<file path="config.mk">
export PLATFORM = sky130hd
export DESIGN_NAME = strip_cluster_threshold_qualifier_top
export DESIGN_NICKNAME = d
export VERILOG_FILES = /design/src/sv/sctq_pkg.sv /design/src/sv/strip_cluster_threshold_qualifier_top.sv
export VERILOG_INCLUDE_DIRS = /design/src /design/src/sv
export SDC_FILE = /design/constraint.sdc
export NUM_CORES = 2
export LEC_CHECK = 0
export BUFFER_PORTS_ARGS = -buffer_cell sky130_fd_sc_hd__buf_2
export CAP_MARGIN = 20
export CORE_MARGIN = 4
export CORE_UTILIZATION = 38
export CTS_BUF_LIST = sky130_fd_sc_hd__clkbuf_8
export DETAILED_ROUTE_END_ITERATION = 10
export GPL_TIMING_DRIVEN = 0
export PLACE_DENSITY = 0.62
export SLEW_MARGIN = 20
export SYNTH_ARGS = -nofsm -noshare
export SYNTH_HDL_FRONTEND = slang
export SYNTH_SLANG_ARGS = --single-unit
</file>
<file path="constraint.sdc">
create_clock -name i_clk -period 10.8 [get_ports i_clk]
set_input_delay 1.08 -clock i_clk [delete_from_list [all_inputs] [get_ports i_clk]]
set_output_delay 1.08 -clock i_clk [all_outputs]
set_load 0.005 [all_outputs]
</file>
<file path="src/sv/strip_cluster_threshold_qualifier_top_assert.svh">
// assertion macros for the strip cluster qualifier
`ifndef STRIP_CLUSTER_THRESHOLD_QUALIFIER_TOP_ASSERT_SVH
`define STRIP_CLUSTER_THRESHOLD_QUALIFIER_TOP_ASSERT_SVH

// clocked check, disabled while reset is asserted
`define SCTQ_ASSERT(label, prop) \
    label: assert property (@(posedge i_clk) disable iff (!i_rst_n) prop) \
        else $error("sctq check failed");

// clocked check that also holds across reset
`define SCTQ_ASSERT_RST(label, prop) \
    label: assert property (@(posedge i_clk) prop) \
        else $error("sctq reset check failed");

`endif

</file>
<file path="src/sv/sctq_pkg.sv">
// types and codes shared by the strip cluster qualifier
package sctq_pkg;

    // register indexes on the configuration port
    localparam logic [2:0] REG_CLUSTER_THR   = 3'd0;
    localparam logic [2:0] REG_SEED_THR      = 3'd1;
    localparam logic [2:0] REG_NEIGHBOUR_THR = 3'd2;
    localparam logic [2:0] REG_NOISE_MODE    = 3'd3;
    localparam logic [2:0] REG_STON_BKG_MAX  = 3'd4;
    localparam logic [2:0] REG_STON_SIG_MIN  = 3'd5;

    // noise modes
    localparam logic [1:0] NOISE_RMS  = 2'd0;
    localparam logic [1:0] NOISE_QUAD = 2'd1;

    // verdict codes
    localparam logic [2:0] VERDICT_FAIL_SEED    = 3'd0;
    localparam logic [2:0] VERDICT_FAIL_CLUSTER = 3'd1;
    localparam logic [2:0] VERDICT_BACKGROUND   = 3'd2;
    localparam logic [2:0] VERDICT_SIGNAL       = 3'd3;
    localparam logic [2:0] VERDICT_OVERLAP      = 3'd4;

    // sequencer states
    typedef enum logic [14:0] {
        ST_IDLE  = 15'b000000000000001,
        ST_INC   = 15'b000000000000010,
        ST_SQ    = 15'b000000000000100,
        ST_WGT   = 15'b000000000001000,
        ST_SEED  = 15'b000000000010000,
        ST_THC   = 15'b000000000100000,
        ST_M4    = 15'b000000001000000,
        ST_SS    = 15'b000000010000000,
        ST_M2    = 15'b000000100000000,
        ST_NDIV  = 15'b000001000000000,
        ST_SQRT  = 15'b000010000000000,
        ST_SLD   = 15'b000100000000000,
        ST_SDIV  = 15'b001000000000000,
        ST_PLD   = 15'b010000000000000,
        ST_OUT   = 15'b100000000000000
    } t_state;

endpackage

</file>
<file path="src/sv/strip_cluster_threshold_qualifier_top.sv">
// Strip cluster qualifier: per-strip accumulation and end-of-cluster cuts.
// An excluded strip passes IDLE and INC; an included one also SQ and WGT (shared multiplier).
// After the last strip the sequencer works out the cuts, noise norm, signal-to-noise and
// position, the divisions on the one-bit-per-cycle divider and square root unit.
// The result waits in an output register; the next cluster starts once it loads.
// Reset is synchronous, active low: registers to defaults, cluster state cleared.
module strip_cluster_threshold_qualifier_top
    import sctq_pkg::*;
#(
    parameter int MAX_STRIPS = 128
) (
    input  logic        i_clk,
    input  logic        i_rst_n,
    input  logic        i_cfg_we,
    input  logic [2:0]  i_cfg_idx,
    input  logic [11:0] i_cfg_data,
    input  logic        i_in_valid,
    output logic        o_in_stall,
    input  logic [7:0]  i_strip_charge,
    input  logic [11:0] i_strip_noise,
    input  logic [9:0]  i_first_strip,
    input  logic        i_last_of_cluster,
    output logic        o_out_valid,
    input  logic        i_out_stall,
    output logic [2:0]  o_verdict,
    output logic [14:0] o_signal_sum,
    output logic [11:0] o_noise_norm,
    output logic [15:0] o_signal_to_noise,
    output logic [7:0]  o_width,
    output logic [14:0] o_position
);

    localparam int W_OFF = $clog2(MAX_STRIPS + 1);
    localparam int W_SIG = 8 + W_OFF;
    localparam int W_NSS = 24 + W_OFF;
    localparam int W_WS  = 8 + 2 * W_OFF;
    localparam int W_MA  = (2 * W_SIG > W_NSS) ? 2 * W_SIG : W_NSS;
    localparam int W_MB  = (W_SIG > 16) ? W_SIG : 16;
    localparam int W_PR  = W_MA + W_MB;
    localparam int W_CMP = W_PR + 16;
    localparam int W_D1  = (W_NSS > W_SIG + 8) ? W_NSS : W_SIG + 8;
    localparam int W_D0  = (W_D1 > W_WS + 4) ? W_D1 : W_WS + 4;
    localparam int W_DD  = W_D0 + (W_D0 % 2);
    localparam int W_DV  = (W_SIG > 12) ? W_SIG : 12;
    localparam int W_IT  = $clog2(W_DD + 1);
    localparam int W_RT  = W_DD / 2;

    // configuration registers
    logic [7:0]  r_thc, r_ths, r_thn;
    logic [1:0]  r_mode;
    logic [11:0] r_bkg, r_sig_min;

    // cluster state
    logic [W_SIG-1:0] r_sig;
    logic [W_NSS-1:0] r_nss;
    logic [W_OFF-1:0] r_cnt, r_off;
    logic [W_WS-1:0]  r_ws;
    logic [7:0]       r_pc;
    logic [11:0]      r_pn;
    logic [9:0]       r_org;

    // current strip
    logic [7:0]  r_c;
    logic [11:0] r_n;
    logic        r_last;

    // end-of-cluster work registers
    t_state           r_state, n_state;
    logic             r_seed_fail;
    logic [W_MA-1:0]  r_mtmp;
    logic [W_PR-1:0]  r_lhs, r_rhs;
    logic [11:0]      r_nn;
    logic [15:0]      r_ston;
    logic [14:0]      r_pos;

    // shared divider and square root unit
    logic [W_DD-1:0]  r_quo;
    logic [W_DV-1:0]  r_rem, r_dvs;
    logic [W_RT+1:0]  r_sq_rem;
    logic [W_RT-1:0]  r_sq_root;
    logic [W_IT-1:0]  r_it;

    // output register
    logic        r_ovalid;
    logic [2:0]  r_verdict;
    logic [14:0] r_osig, r_opos;
    logic [11:0] r_onn;
    logic [15:0] r_oston;
    logic [7:0]  r_owidth;

    // shared multiplier operand select
    logic [W_MA-1:0] t_ma;
    logic [W_MB-1:0] t_mb;
    logic [W_PR-1:0] t_prod;

    always_comb begin
        t_ma = '0;
        t_mb = '0;
        case (r_state)
            ST_INC: begin
                t_ma = W_MA'(r_n);
                t_mb = W_MB'(r_thn);
            end
            ST_SQ: begin
                t_ma = W_MA'(r_n);
                t_mb = W_MB'(r_n);
            end
            ST_WGT: begin
                t_ma = W_MA'(r_off);
                t_mb = W_MB'(r_c);
            end
            ST_SEED: begin
                t_ma = W_MA'(r_pn);
                t_mb = W_MB'(r_ths);
            end
            ST_THC: begin
                t_ma = W_MA'(r_thc);
                t_mb = W_MB'(r_thc);
            end
            ST_M4: begin
                t_ma = W_MA'(r_nss);
                t_mb = W_MB'(r_mtmp[15:0]);
            end
            ST_SS: begin
                t_ma = W_MA'(r_sig);
                t_mb = W_MB'(r_sig);
            end
            ST_M2: begin
                t_ma = r_mtmp;
                t_mb = (r_mode == NOISE_RMS) ? W_MB'(r_cnt) : W_MB'(1);
            end
            default: begin
                t_ma = '0;
                t_mb = '0;
            end
        endcase
        t_prod = W_PR'(t_ma) * W_PR'(t_mb);
    end

    // divider step: shift one dividend bit into the remainder
    logic [W_DV:0]   t_dshift, t_ddiff;
    logic            t_dge;
    // square root step: two operand bits per cycle
    logic [W_RT+1:0] t_srem, t_strial;
    logic            t_sge;

    always_comb begin
        t_dshift = {r_rem, r_quo[W_DD-1]};
        t_ddiff  = t_dshift - {1'b0, r_dvs};
        t_dge    = t_dshift >= {1'b0, r_dvs};
        t_srem   = {r_sq_rem[W_RT-1:0], r_quo[W_DD-1:W_DD-2]};
        t_strial = {r_sq_root, 2'b01};
        t_sge    = t_srem >= t_strial;
    end

    // verdict from the stored cut results
    logic       t_cfail;
    logic [2:0] t_verdict;

    always_comb begin
        t_cfail = (r_cnt == '0) || (W_CMP'({r_lhs, 16'h0000}) < W_CMP'(r_rhs));
        if (r_seed_fail) begin
            t_verdict = VERDICT_FAIL_SEED;
        end else if (t_cfail) begin
            t_verdict = VERDICT_FAIL_CLUSTER;
        end else if ((r_ston > 16'(r_bkg)) && (r_ston < 16'(r_sig_min))) begin
            t_verdict = VERDICT_OVERLAP;
        end else if (r_ston > 16'(r_bkg)) begin
            t_verdict = VERDICT_SIGNAL;
        end else begin
            t_verdict = VERDICT_BACKGROUND;
        end
    end

    logic t_accept, t_out_free, t_noise_div;

    assign t_accept    = i_in_valid && !o_in_stall;
    assign t_out_free  = !r_ovalid || !i_out_stall;
    assign t_noise_div = (r_mode == NOISE_RMS) || (r_mode == NOISE_QUAD);

    // position division runs inside ST_PLD once loaded
    logic r_pdiv;

    // sequencer next state
    always_comb begin
        n_state = r_state;
        case (r_state)
            ST_IDLE: begin
                if (t_accept) begin
                    if (r_off < W_OFF'(MAX_STRIPS)) begin
                        n_state = ST_INC;
                    end else if (i_last_of_cluster) begin
                        n_state = ST_SEED;
                    end
                end
            end
            ST_INC: begin
                if (W_PR'({r_c, 8'h00}) >= t_prod) begin
                    n_state = ST_SQ;
                end else begin
                    n_state = r_last ? ST_SEED : ST_IDLE;
                end
            end
            ST_SQ:   n_state = ST_WGT;
            ST_WGT:  n_state = r_last ? ST_SEED : ST_IDLE;
            ST_SEED: n_state = ST_THC;
            ST_THC:  n_state = ST_M4;
            ST_M4:   n_state = ST_SS;
            ST_SS:   n_state = ST_M2;
            ST_M2:   n_state = (t_noise_div && r_cnt != '0) ? ST_NDIV : ST_SLD;
            ST_NDIV: n_state = (r_it == '0) ? ST_SQRT : ST_NDIV;
            ST_SQRT: n_state = (r_it == '0) ? ST_SLD : ST_SQRT;
            ST_SLD: begin
                n_state = (r_sig == '0 || r_nn == '0) ? ST_PLD : ST_SDIV;
            end
            ST_SDIV: n_state = (r_it == '0) ? ST_PLD : ST_SDIV;
            ST_PLD: begin
                if (r_sig == '0 || (r_pdiv && r_it == '0)) begin
                    n_state = ST_OUT;
                end else begin
                    n_state = ST_PLD;
                end
            end
            ST_OUT:  n_state = t_out_free ? ST_IDLE : ST_OUT;
            default: n_state = ST_IDLE;
        endcase
    end

    // control and datapath registers
    always_ff @(posedge i_clk) begin
        if (!i_rst_n) begin
            r_state  <= ST_IDLE;
            r_thc    <= 8'd80;
            r_ths    <= 8'd48;
            r_thn    <= 8'd32;
            r_mode   <= NOISE_RMS;
            r_bkg    <= 12'd160;
            r_sig_min <= 12'd320;
            r_sig    <= '0;
            r_nss    <= '0;
            r_cnt    <= '0;
            r_off    <= '0;
            r_ws     <= '0;
            r_pc     <= '0;
            r_pn     <= '0;
            r_org    <= '0;
            r_ovalid <= 1'b0;
            r_pdiv   <= 1'b0;
            r_it     <= '0;
        end else begin
            r_state <= n_state;

            // configuration writes
            if (i_cfg_we) begin
                case (i_cfg_idx)
                    REG_CLUSTER_THR:   r_thc     <= i_cfg_data[7:0];
                    REG_SEED_THR:      r_ths     <= i_cfg_data[7:0];
                    REG_NEIGHBOUR_THR: r_thn     <= i_cfg_data[7:0];
                    REG_NOISE_MODE:    r_mode    <= i_cfg_data[1:0];
                    REG_STON_BKG_MAX:  r_bkg     <= i_cfg_data;
                    REG_STON_SIG_MIN:  r_sig_min <= i_cfg_data;
                    default: ;
                endcase
            end

            // output beat taken downstream; the output state reloads it itself
            if (r_ovalid && !i_out_stall && r_state != ST_OUT) begin
                r_ovalid <= 1'b0;
            end

            case (r_state)
                ST_IDLE: begin
                    if (t_accept) begin
                        r_c    <= i_strip_charge;
                        r_n    <= i_strip_noise;
                        r_last <= i_last_of_cluster;
                        if (r_off == '0) begin
                            r_org <= i_first_strip;
                        end
                    end
                end
                ST_INC: begin
                    if (r_off == '0 || r_c > r_pc) begin
                        r_pc <= r_c;
                        r_pn <= r_n;
                    end
                    if (!(W_PR'({r_c, 8'h00}) >= t_prod)) begin
                        r_off <= r_off + 1'b1;
                    end
                end
                ST_SQ: begin
                    r_nss <= r_nss + W_NSS'(t_prod);
                    r_sig <= r_sig + W_SIG'(r_c);
                    r_cnt <= r_cnt + 1'b1;
                end
                ST_WGT: begin
                    r_ws  <= r_ws + W_WS'(t_prod);
                    r_off <= r_off + 1'b1;
                end
                ST_SEED: r_seed_fail <= W_PR'({r_pc, 8'h00}) < t_prod;
                ST_THC:  r_mtmp <= W_MA'(t_prod);
                ST_M4:   r_rhs  <= t_prod;
                ST_SS:   r_mtmp <= W_MA'(t_prod);
                ST_M2: begin
                    r_lhs <= t_prod;
                    if (t_noise_div && r_cnt != '0) begin
                        r_quo <= W_DD'(r_nss);
                        r_rem <= '0;
                        r_dvs <= W_DV'(r_cnt);
                        r_it  <= W_IT'(W_DD);
                    end else begin
                        r_nn <= t_noise_div ? 12'd0 : r_pn;
                    end
                end
                ST_NDIV, ST_SDIV: begin
                    if (r_it != '0) begin
                        r_rem <= t_dge ? t_ddiff[W_DV-1:0] : t_dshift[W_DV-1:0];
                        r_quo <= {r_quo[W_DD-2:0], t_dge};
                        r_it  <= r_it - 1'b1;
                    end else if (r_state == ST_NDIV) begin
                        // quotient stays in r_quo as the root operand
                        r_sq_rem  <= '0;
                        r_sq_root <= '0;
                        r_it      <= W_IT'(W_RT);
                    end else begin
                        r_ston <= (r_quo > W_DD'(16'hFFFF)) ? 16'hFFFF : r_quo[15:0];
                    end
                end
                ST_SQRT: begin
                    if (r_it != '0) begin
                        r_sq_rem  <= t_sge ? t_srem - t_strial : t_srem;
                        r_sq_root <= {r_sq_root[W_RT-2:0], t_sge};
                        r_quo     <= {r_quo[W_DD-3:0], 2'b00};
                        r_it      <= r_it - 1'b1;
                    end else begin
                        r_nn <= r_sq_root[11:0];
                    end
                end
                ST_SLD: begin
                    if (r_sig == '0) begin
                        r_ston <= 16'd0;
                    end else if (r_nn == '0) begin
                        r_ston <= 16'hFFFF;
                    end else begin
                        r_quo <= W_DD'({r_sig, 8'h00});
                        r_rem <= '0;
                        r_dvs <= W_DV'(r_nn);
                        r_it  <= W_IT'(W_DD);
                    end
                end
                ST_PLD: begin
                    if (r_sig == '0) begin
                        r_pos <= {r_org, 4'h0} + 15'd0;
                    end else if (!r_pdiv) begin
                        r_quo  <= W_DD'({r_ws, 4'h0});
                        r_rem  <= '0;
                        r_dvs  <= W_DV'(r_sig);
                        r_it   <= W_IT'(W_DD);
                        r_pdiv <= 1'b1;
                    end else if (r_it != '0) begin
                        r_rem <= t_dge ? t_ddiff[W_DV-1:0] : t_dshift[W_DV-1:0];
                        r_quo <= {r_quo[W_DD-2:0], t_dge};
                        r_it  <= r_it - 1'b1;
                    end else begin
                        r_pos   <= 15'(W_DD'({r_org, 4'h0}) + r_quo);
                        r_pdiv  <= 1'b0;
                    end
                end
                ST_OUT: begin
                    if (t_out_free) begin
                        r_ovalid  <= 1'b1;
                        r_verdict <= t_verdict;
                        r_osig    <= 15'(r_sig);
                        r_onn     <= r_nn;
                        r_oston   <= r_ston;
                        r_owidth  <= 8'(r_cnt);
                        r_opos    <= r_pos;
                        r_sig     <= '0;
                        r_nss     <= '0;
                        r_cnt     <= '0;
                        r_off     <= '0;
                        r_ws      <= '0;
                        r_pc      <= '0;
                        r_pn      <= '0;
                        r_org     <= '0;
                    end
                end
                default: ;
            endcase
        end
    end

    assign o_in_stall        = (r_state != ST_IDLE);
    assign o_out_valid       = r_ovalid;
    assign o_verdict         = r_verdict;
    assign o_signal_sum      = r_osig;
    assign o_noise_norm      = r_onn;
    assign o_signal_to_noise = r_oston;
    assign o_width           = r_owidth;
    assign o_position        = r_opos;

    `include "strip_cluster_threshold_qualifier_top_assert.svh"

    // a result only appears after the output state
    `SCTQ_ASSERT(a_out_from_seq, $rose(o_out_valid) |-> $past(r_state == ST_OUT))
    // strip counters stay in range
    `SCTQ_ASSERT(a_off_range, r_off <= W_OFF'(MAX_STRIPS))
    `SCTQ_ASSERT(a_cnt_le_off, (r_state != ST_WGT) |-> (r_cnt <= r_off))
    // a held result keeps the sequencer waiting
    `SCTQ_ASSERT(a_out_wait,
        (r_state == ST_OUT && r_ovalid && i_out_stall) |=> r_state == ST_OUT)
    // reset empties the output register
    `SCTQ_ASSERT_RST(a_rst_empty, !i_rst_n |=> !o_out_valid)

endmodule
</file>
* Word level (Yosys, flattened, before mapping) *
Index checks and enable logic that the tools add are counted.

word-level totals
  register bits after elaboration = 549
  latch bits = 0
  RAM bits = 0
  memory bits (read-only) = 0
  input bits = 51
  output and inout bits = 71
  word-level logic and storage cells = 270
  memories kept = 0

operators by class
  add/sub/neg operators = 9
  multiply operators = 1
  divide/modulo/power cells = 0
  order comparisons = 10
  equal/unequal tests = 43
  shifts and indexed selects = 0
  mux-type cells = 96
  bitwise operators = 1
  reductions and logical operators = 68

operators by type and width
  kind                                                                     count
  16-bit 2-to-1 mux                                                        25
  32-bit 2-to-1 mux                                                        8
  15-bit one-hot mux with 15 select lines                                  1
  32-bit one-hot mux with 7 select lines                                   1
  32-bit one-hot mux with 5 select lines                                   1
  16-bit one-hot mux with 2 select lines                                   4
  16-bit one-hot mux with 8 select lines                                   1
  15-bit 2-to-1 mux                                                        7
  12-bit 2-to-1 mux                                                        7
  64-bit by 48-bit less-than comparator with 1-bit output                  1
  16-bit one-hot mux with 4 select lines                                   1
  32-bit one-hot mux with 2 select lines                                   1
  16-bit by 48-bit >= comparator with 1-bit output                         1
  16-bit by 48-bit less-than comparator with 1-bit output                  1
  32-bit by 16-bit multiplier with 48-bit output                           1
  6-bit 2-to-1 mux                                                         8
  12-bit one-hot mux with 2 select lines                                   2
  16-bit one-hot mux with 3 select lines                                   1
  24-bit one-hot mux with 2 select lines                                   1
  14-bit 2-to-1 mux                                                        3
  32-bit adder                                                             1
  32-bit by 16-bit > comparator with 1-bit output (second input constant)  1
  8-bit 2-to-1 mux                                                         4
  2-bit != test (second input constant)                                    16
  other kinds (69)                                                         130

* Logic depth before layout (Yosys ltp) *
  word-level depth = 7
  mapped depth = 44
  mapped depth without buffers = 42

* Worst setup path before layout *
OpenSTA, ideal clock, no wires.

  path kind = reg2reg
  start point = register r_state[14]
  end point = register r_nss[30]
  library setup time = 0.117 ns
  arrival time = 9.650 ns
  required time = 10.683 ns
  slack = 1.033 ns
  cell stages (with the launch flop) = 39
  path buffers = 2
  period minus slack after synthesis = 9.767 ns
  cell sequence = dfxtp_1 > nor4_1 > nand4_1 > or3_1 > nor3b_2 > nor3b_2 > a211o_1 > clkbuf_1 > clkbuf_1 > nand2_1 > fa_1 > fa_1 > inv_1 > fa_1 > inv_1 > fa_1 > fa_1 > fa_1 > [3 not listed] > nor2_1 > nor2_2 > nand2_1 > xor2_1 > ha_1 > and3_1 > nor2b_1 > o2111a_1 > o41ai_2 > o2111ai_1 > a31oi_1 > nor2b_1 > o21ai_1 > a21oi_1 > a31oi_1 > o21ai_1 > xor2_1 > a32o_1

on the way
  cells in the longest elaborated chain, start to end = 6
  elaborated cells between the ends (all ways) = 18
  classes of those cells = add/sub (1); mul (1); eq/ne (10); mux (3); reduce/logical (3)

ends and longest elaborated chain
  item                                                                                                                       RTL line                                      RTL
  start: declaration                                                                                                         strip_cluster_threshold_qualifier_top.sv:68   t_state r_state, n_state;
  start signal: assignment                                                                                                   strip_cluster_threshold_qualifier_top.sv:251  r_state <= n_state;
  15-bit by 2-bit equality test with 1-bit output / 15-bit by 3-bit equality test with 1-bit output (equally long branches)  strip_cluster_threshold_qualifier_top.sv:99   case (r_state)
  2-bit OR reduction (no source line)                                                                                        n/a
  32-bit one-hot mux with 7 select lines                                                                                     strip_cluster_threshold_qualifier_top.sv:99
  32-bit by 16-bit multiplier with 48-bit output *                                                                           strip_cluster_threshold_qualifier_top.sv:137  t_prod = W_PR'(t_ma) * W_PR'(t_mb);
  named net t_prod[13]                                                                                                       strip_cluster_threshold_qualifier_top.sv:94   logic [W_PR-1:0] t_prod;
  32-bit adder *                                                                                                             strip_cluster_threshold_qualifier_top.sv:292  r_nss <= r_nss + W_NSS'(t_prod);
  32-bit one-hot mux with 2 select lines *                                                                                   strip_cluster_threshold_qualifier_top.sv:271  case (r_state)
  end signal: assignment                                                                                                     strip_cluster_threshold_qualifier_top.sv:292
  end: declaration                                                                                                           strip_cluster_threshold_qualifier_top.sv:55   logic [W_NSS-1:0] r_nss;

The timed path passes the listed nets; every way through them passes the cells marked *.
A chain may end at the register's enable or synchronous reset.

* Worst setup path after layout *
  start point = register r_state[8]
  end point = register r_nss[31]

The elaborated chain is that of the path after synthesis.

==> flow_metrics.tcl <==
set metrics [dict create \
    drive_gt1_frac 0.106 \
    leakage_nw 21.6 \
    syn_nets 5610 \
    ys_warn_count 0 \
    n_fill_cell 11391 \
    die_w_um 352 \
    power.density_nw_per_um2 89.3 \
    hold_violations 0 \
    viasPerCell 5.66 \
    core_sq_um 117000 \
    num_vias 37835 \
    r2r_setup_slack_ps 210 \
    r2r_start "r_state[8]" \
    worstSetupStartpointType "register" \
    report.final.slew_viol_count 0 \
    rr_worst_depth 38 \
    slowest_stage "nor2_2" \
    critPathCaptureType "register" \
    die_y_um 352 \
    crit_cells 38 \
    ys_ff_latch 549 \
    cts-buffers-inserted 95 \
    syn_area_per_cell_sq_um 9.31 \
    finalSetupViolCount 0 \
    cts_tree "built" \
    cp_num_buf_inv 6 \
    clk_pin_slew_ps 60 \
    drt_iter0_markers 3606 \
    crit_top_cell "fa_1" \
    ctsHoldBuffers 0 \
    grt_use_total 0.253 \
    start_util 0.385 \
    finalCritPeriodShare 0.980 \
    status "complete, no violations" \
    crit_path_max_incr_delay_ps 650 \
    hpwl_mm 124 \
    grt_pass1_vias 36901 \
    fmaxAchievable_mhz 94.4 \
    hold_slack_ps 417 \
    area_delta_synth_final_pct 13.1 \
    yosysSeqAreaShare 0.324 \
    place_area_sq_um 48000 \
    crit_required_ps 11440 \
    path_max_fanout 10 \
    wl_mm 157 \
    firstDrtPassIters 7 \
    ys_async_sr_fraction 0 \
    final_nets 5865 \
    maxCapViolations 0 \
    fin_ws_ps 211 \
    setup_tns_ps 0 \
    rows 125 \
    place_congestion 1.01 \
    synth_cell_types 98 \
    portBuffers 121 \
    cp-endpoint "r_nss[31]" \
    h-tree-depth 3 \
    fin_skew_ps 82.2 \
    dp_slack_ps -1890 \
    hold_class "reg2reg" \
    synthCells 4825 \
    root_buffer "clkbuf_8" \
    final_util 0.435 \
    relSlewSlack 0.214 \
    synth_area_sq_um 44900 \
    drc_errors 0 \
    synth_edf_count 358 \
    clock_sink_count 549 \
    grt-ovfl-total 0 \
    grt_pass1_wl_mm 234 \
    critPathLaunch "r_state[8]" \
    timing.rr.end "r_nss[31]" \
    grt_max_degree 39 \
    ant_nets 0 \
    cp_top_family "adder cells" \
    antenna_found_initial 9 \
    insertion_delay_ps 800 \
    pin_count 122 \
    wire_per_inst_um 23.5 \
    stdcell_area_sq_um 50800 \
    worst_ep_arrival_time_ps 11230 \
    synth_ff_type "edfxtp_1" \
    min_period_ps 10590 \
    worst_slew_pin_slew_ps 1180 \
    crit_type "reg2reg" \
    die_area_sq_um 124000 \
    clk_path_buf_depth 3 \
    peakVddDrop_mv 0.0939 \
]
-- cell families after synthesis --
kind of cell,share of synthesized area
muxes,0.00693
DFF,0.324
AOI/OAI and AO/OA,0.137
xor gates and xnor gates,0.0222
buffers and inverters,0.0724
adders and majority gates,0.275
and+or+nand+nor,0.163
-- cell usage in the layout, fill, tap and decap left out, drive strengths merged, types with 28 or more instances in the layout --
cell	count
inv	666
mux2i	30
and2	45
a31oi	42
nor2b	28
xor2	37
nand2	698
a22oi	62
nor3	52
nor4	37
o21ai	110
dfxtp	191
a21o	96
fa	423
o21a	37
a21oi	286
clkinv	31
edfxtp	358
clkbuf	256
ha	311
xnor2	77
buf	219
nor2	447
nand2b	53
a211oi	35
nand3	129
a22o	54
nand4	40
-- worst min-delay path by stage --
stage,slack [ps],start,end,cells past startpoint
final,420,r_pos[8],o_position[8],0
after global routing,420,r_pos[8],o_position[8],0
after detailed placement,410,r_pos[8],o_position[8],0
after global placement,400,r_pos[12],o_position[12],0
after CTS,410,i_strip_noise[3],r_n[3],1
after floorplan,400,r_pos[0],o_position[0],0
-- power by group --
part           total [mW]  internal [mW]  switching, mW  leakage (nW)
Clock                2.13           1.16          0.974          1.15
Sequential           2.25           2.23         0.0239          4.85
Combinational       0.156         0.0505          0.105          15.7
Total                4.54           3.44           1.10          21.6
-- flip-flops by register name (all words and copies together) (netlist names), 24 cells and up --
name,cells
r_lhs,48
r_mtmp,32
r_nss,32
r_quo,32
r_rhs,48
r_ws,24
-- per-stage QoR --
stage          std cells  total power [mW]
2_1_floorplan       4825              2.37
3_3_place_gp        6470              2.44
3_5_place_dp        6502              2.44
4_1_cts             6674              4.57
5_1_grt             6685              4.68
6_report            6687              4.54
-- per-layer routing --
metal	part of all wire	wire length, um	GRT usage
met1	0.39	61100	0.321
met3	0.094	14800	0.0569
met4	0.060	9350	0.125
met2	0.46	71800	0.407
met5	0.00048	75	0
-- cell usage after synthesis, drive strengths merged (37+ instances only) --
library cell	count	share of area
a21o	96	0.016
a21oi	286	0.032
a22o	54	0.011
a22oi	62	0.010
a31oi	42	0.0065
and2	45	0.0063
clkbuf	188	0.016
dfxtp	191	0.085
edfxtp	358	0.24
fa	423	0.19
ha	311	0.087
inv	635	0.053
nand2	698	0.058
nand2b	53	0.0074
nand3	129	0.014
nand4	40	0.0059
nor2	447	0.037
nor3	52	0.0058
nor4	37	0.0056
o21a	37	0.0062
o21ai	110	0.012
xnor2	77	0.015
xor2	37	0.0072
-- cell type report --
cell class | count | area (sq um) | share of cell area
Multi-Input combinational cell | 3419 | 27800 | 0.547
Sequential cell | 549 | 14600 | 0.287
Inverter | 637 | 2390 | 0.0470
Tap cell | 1524 | 1910 | 0.0375
Clock buffer | 98 | 1350 | 0.0265
Timing Repair Buffer | 179 | 1160 | 0.0228
Buffer | 199 | 900 | 0.0177
Clock inverter | 78 | 743 | 0.0146
Antenna cell | 4 | 10.0 | 0.000197
-- repair_timing --
| action | in CTS | in global routing |
|---|---|---|
| setup buffers | 7 | 19 |
| endpoints found under the setup margin | 50 | 19 |
| pin swaps | 1 | 15 |
| gates resized for setup | 81 | 113 |
Power figures use the tool's default switching activity.
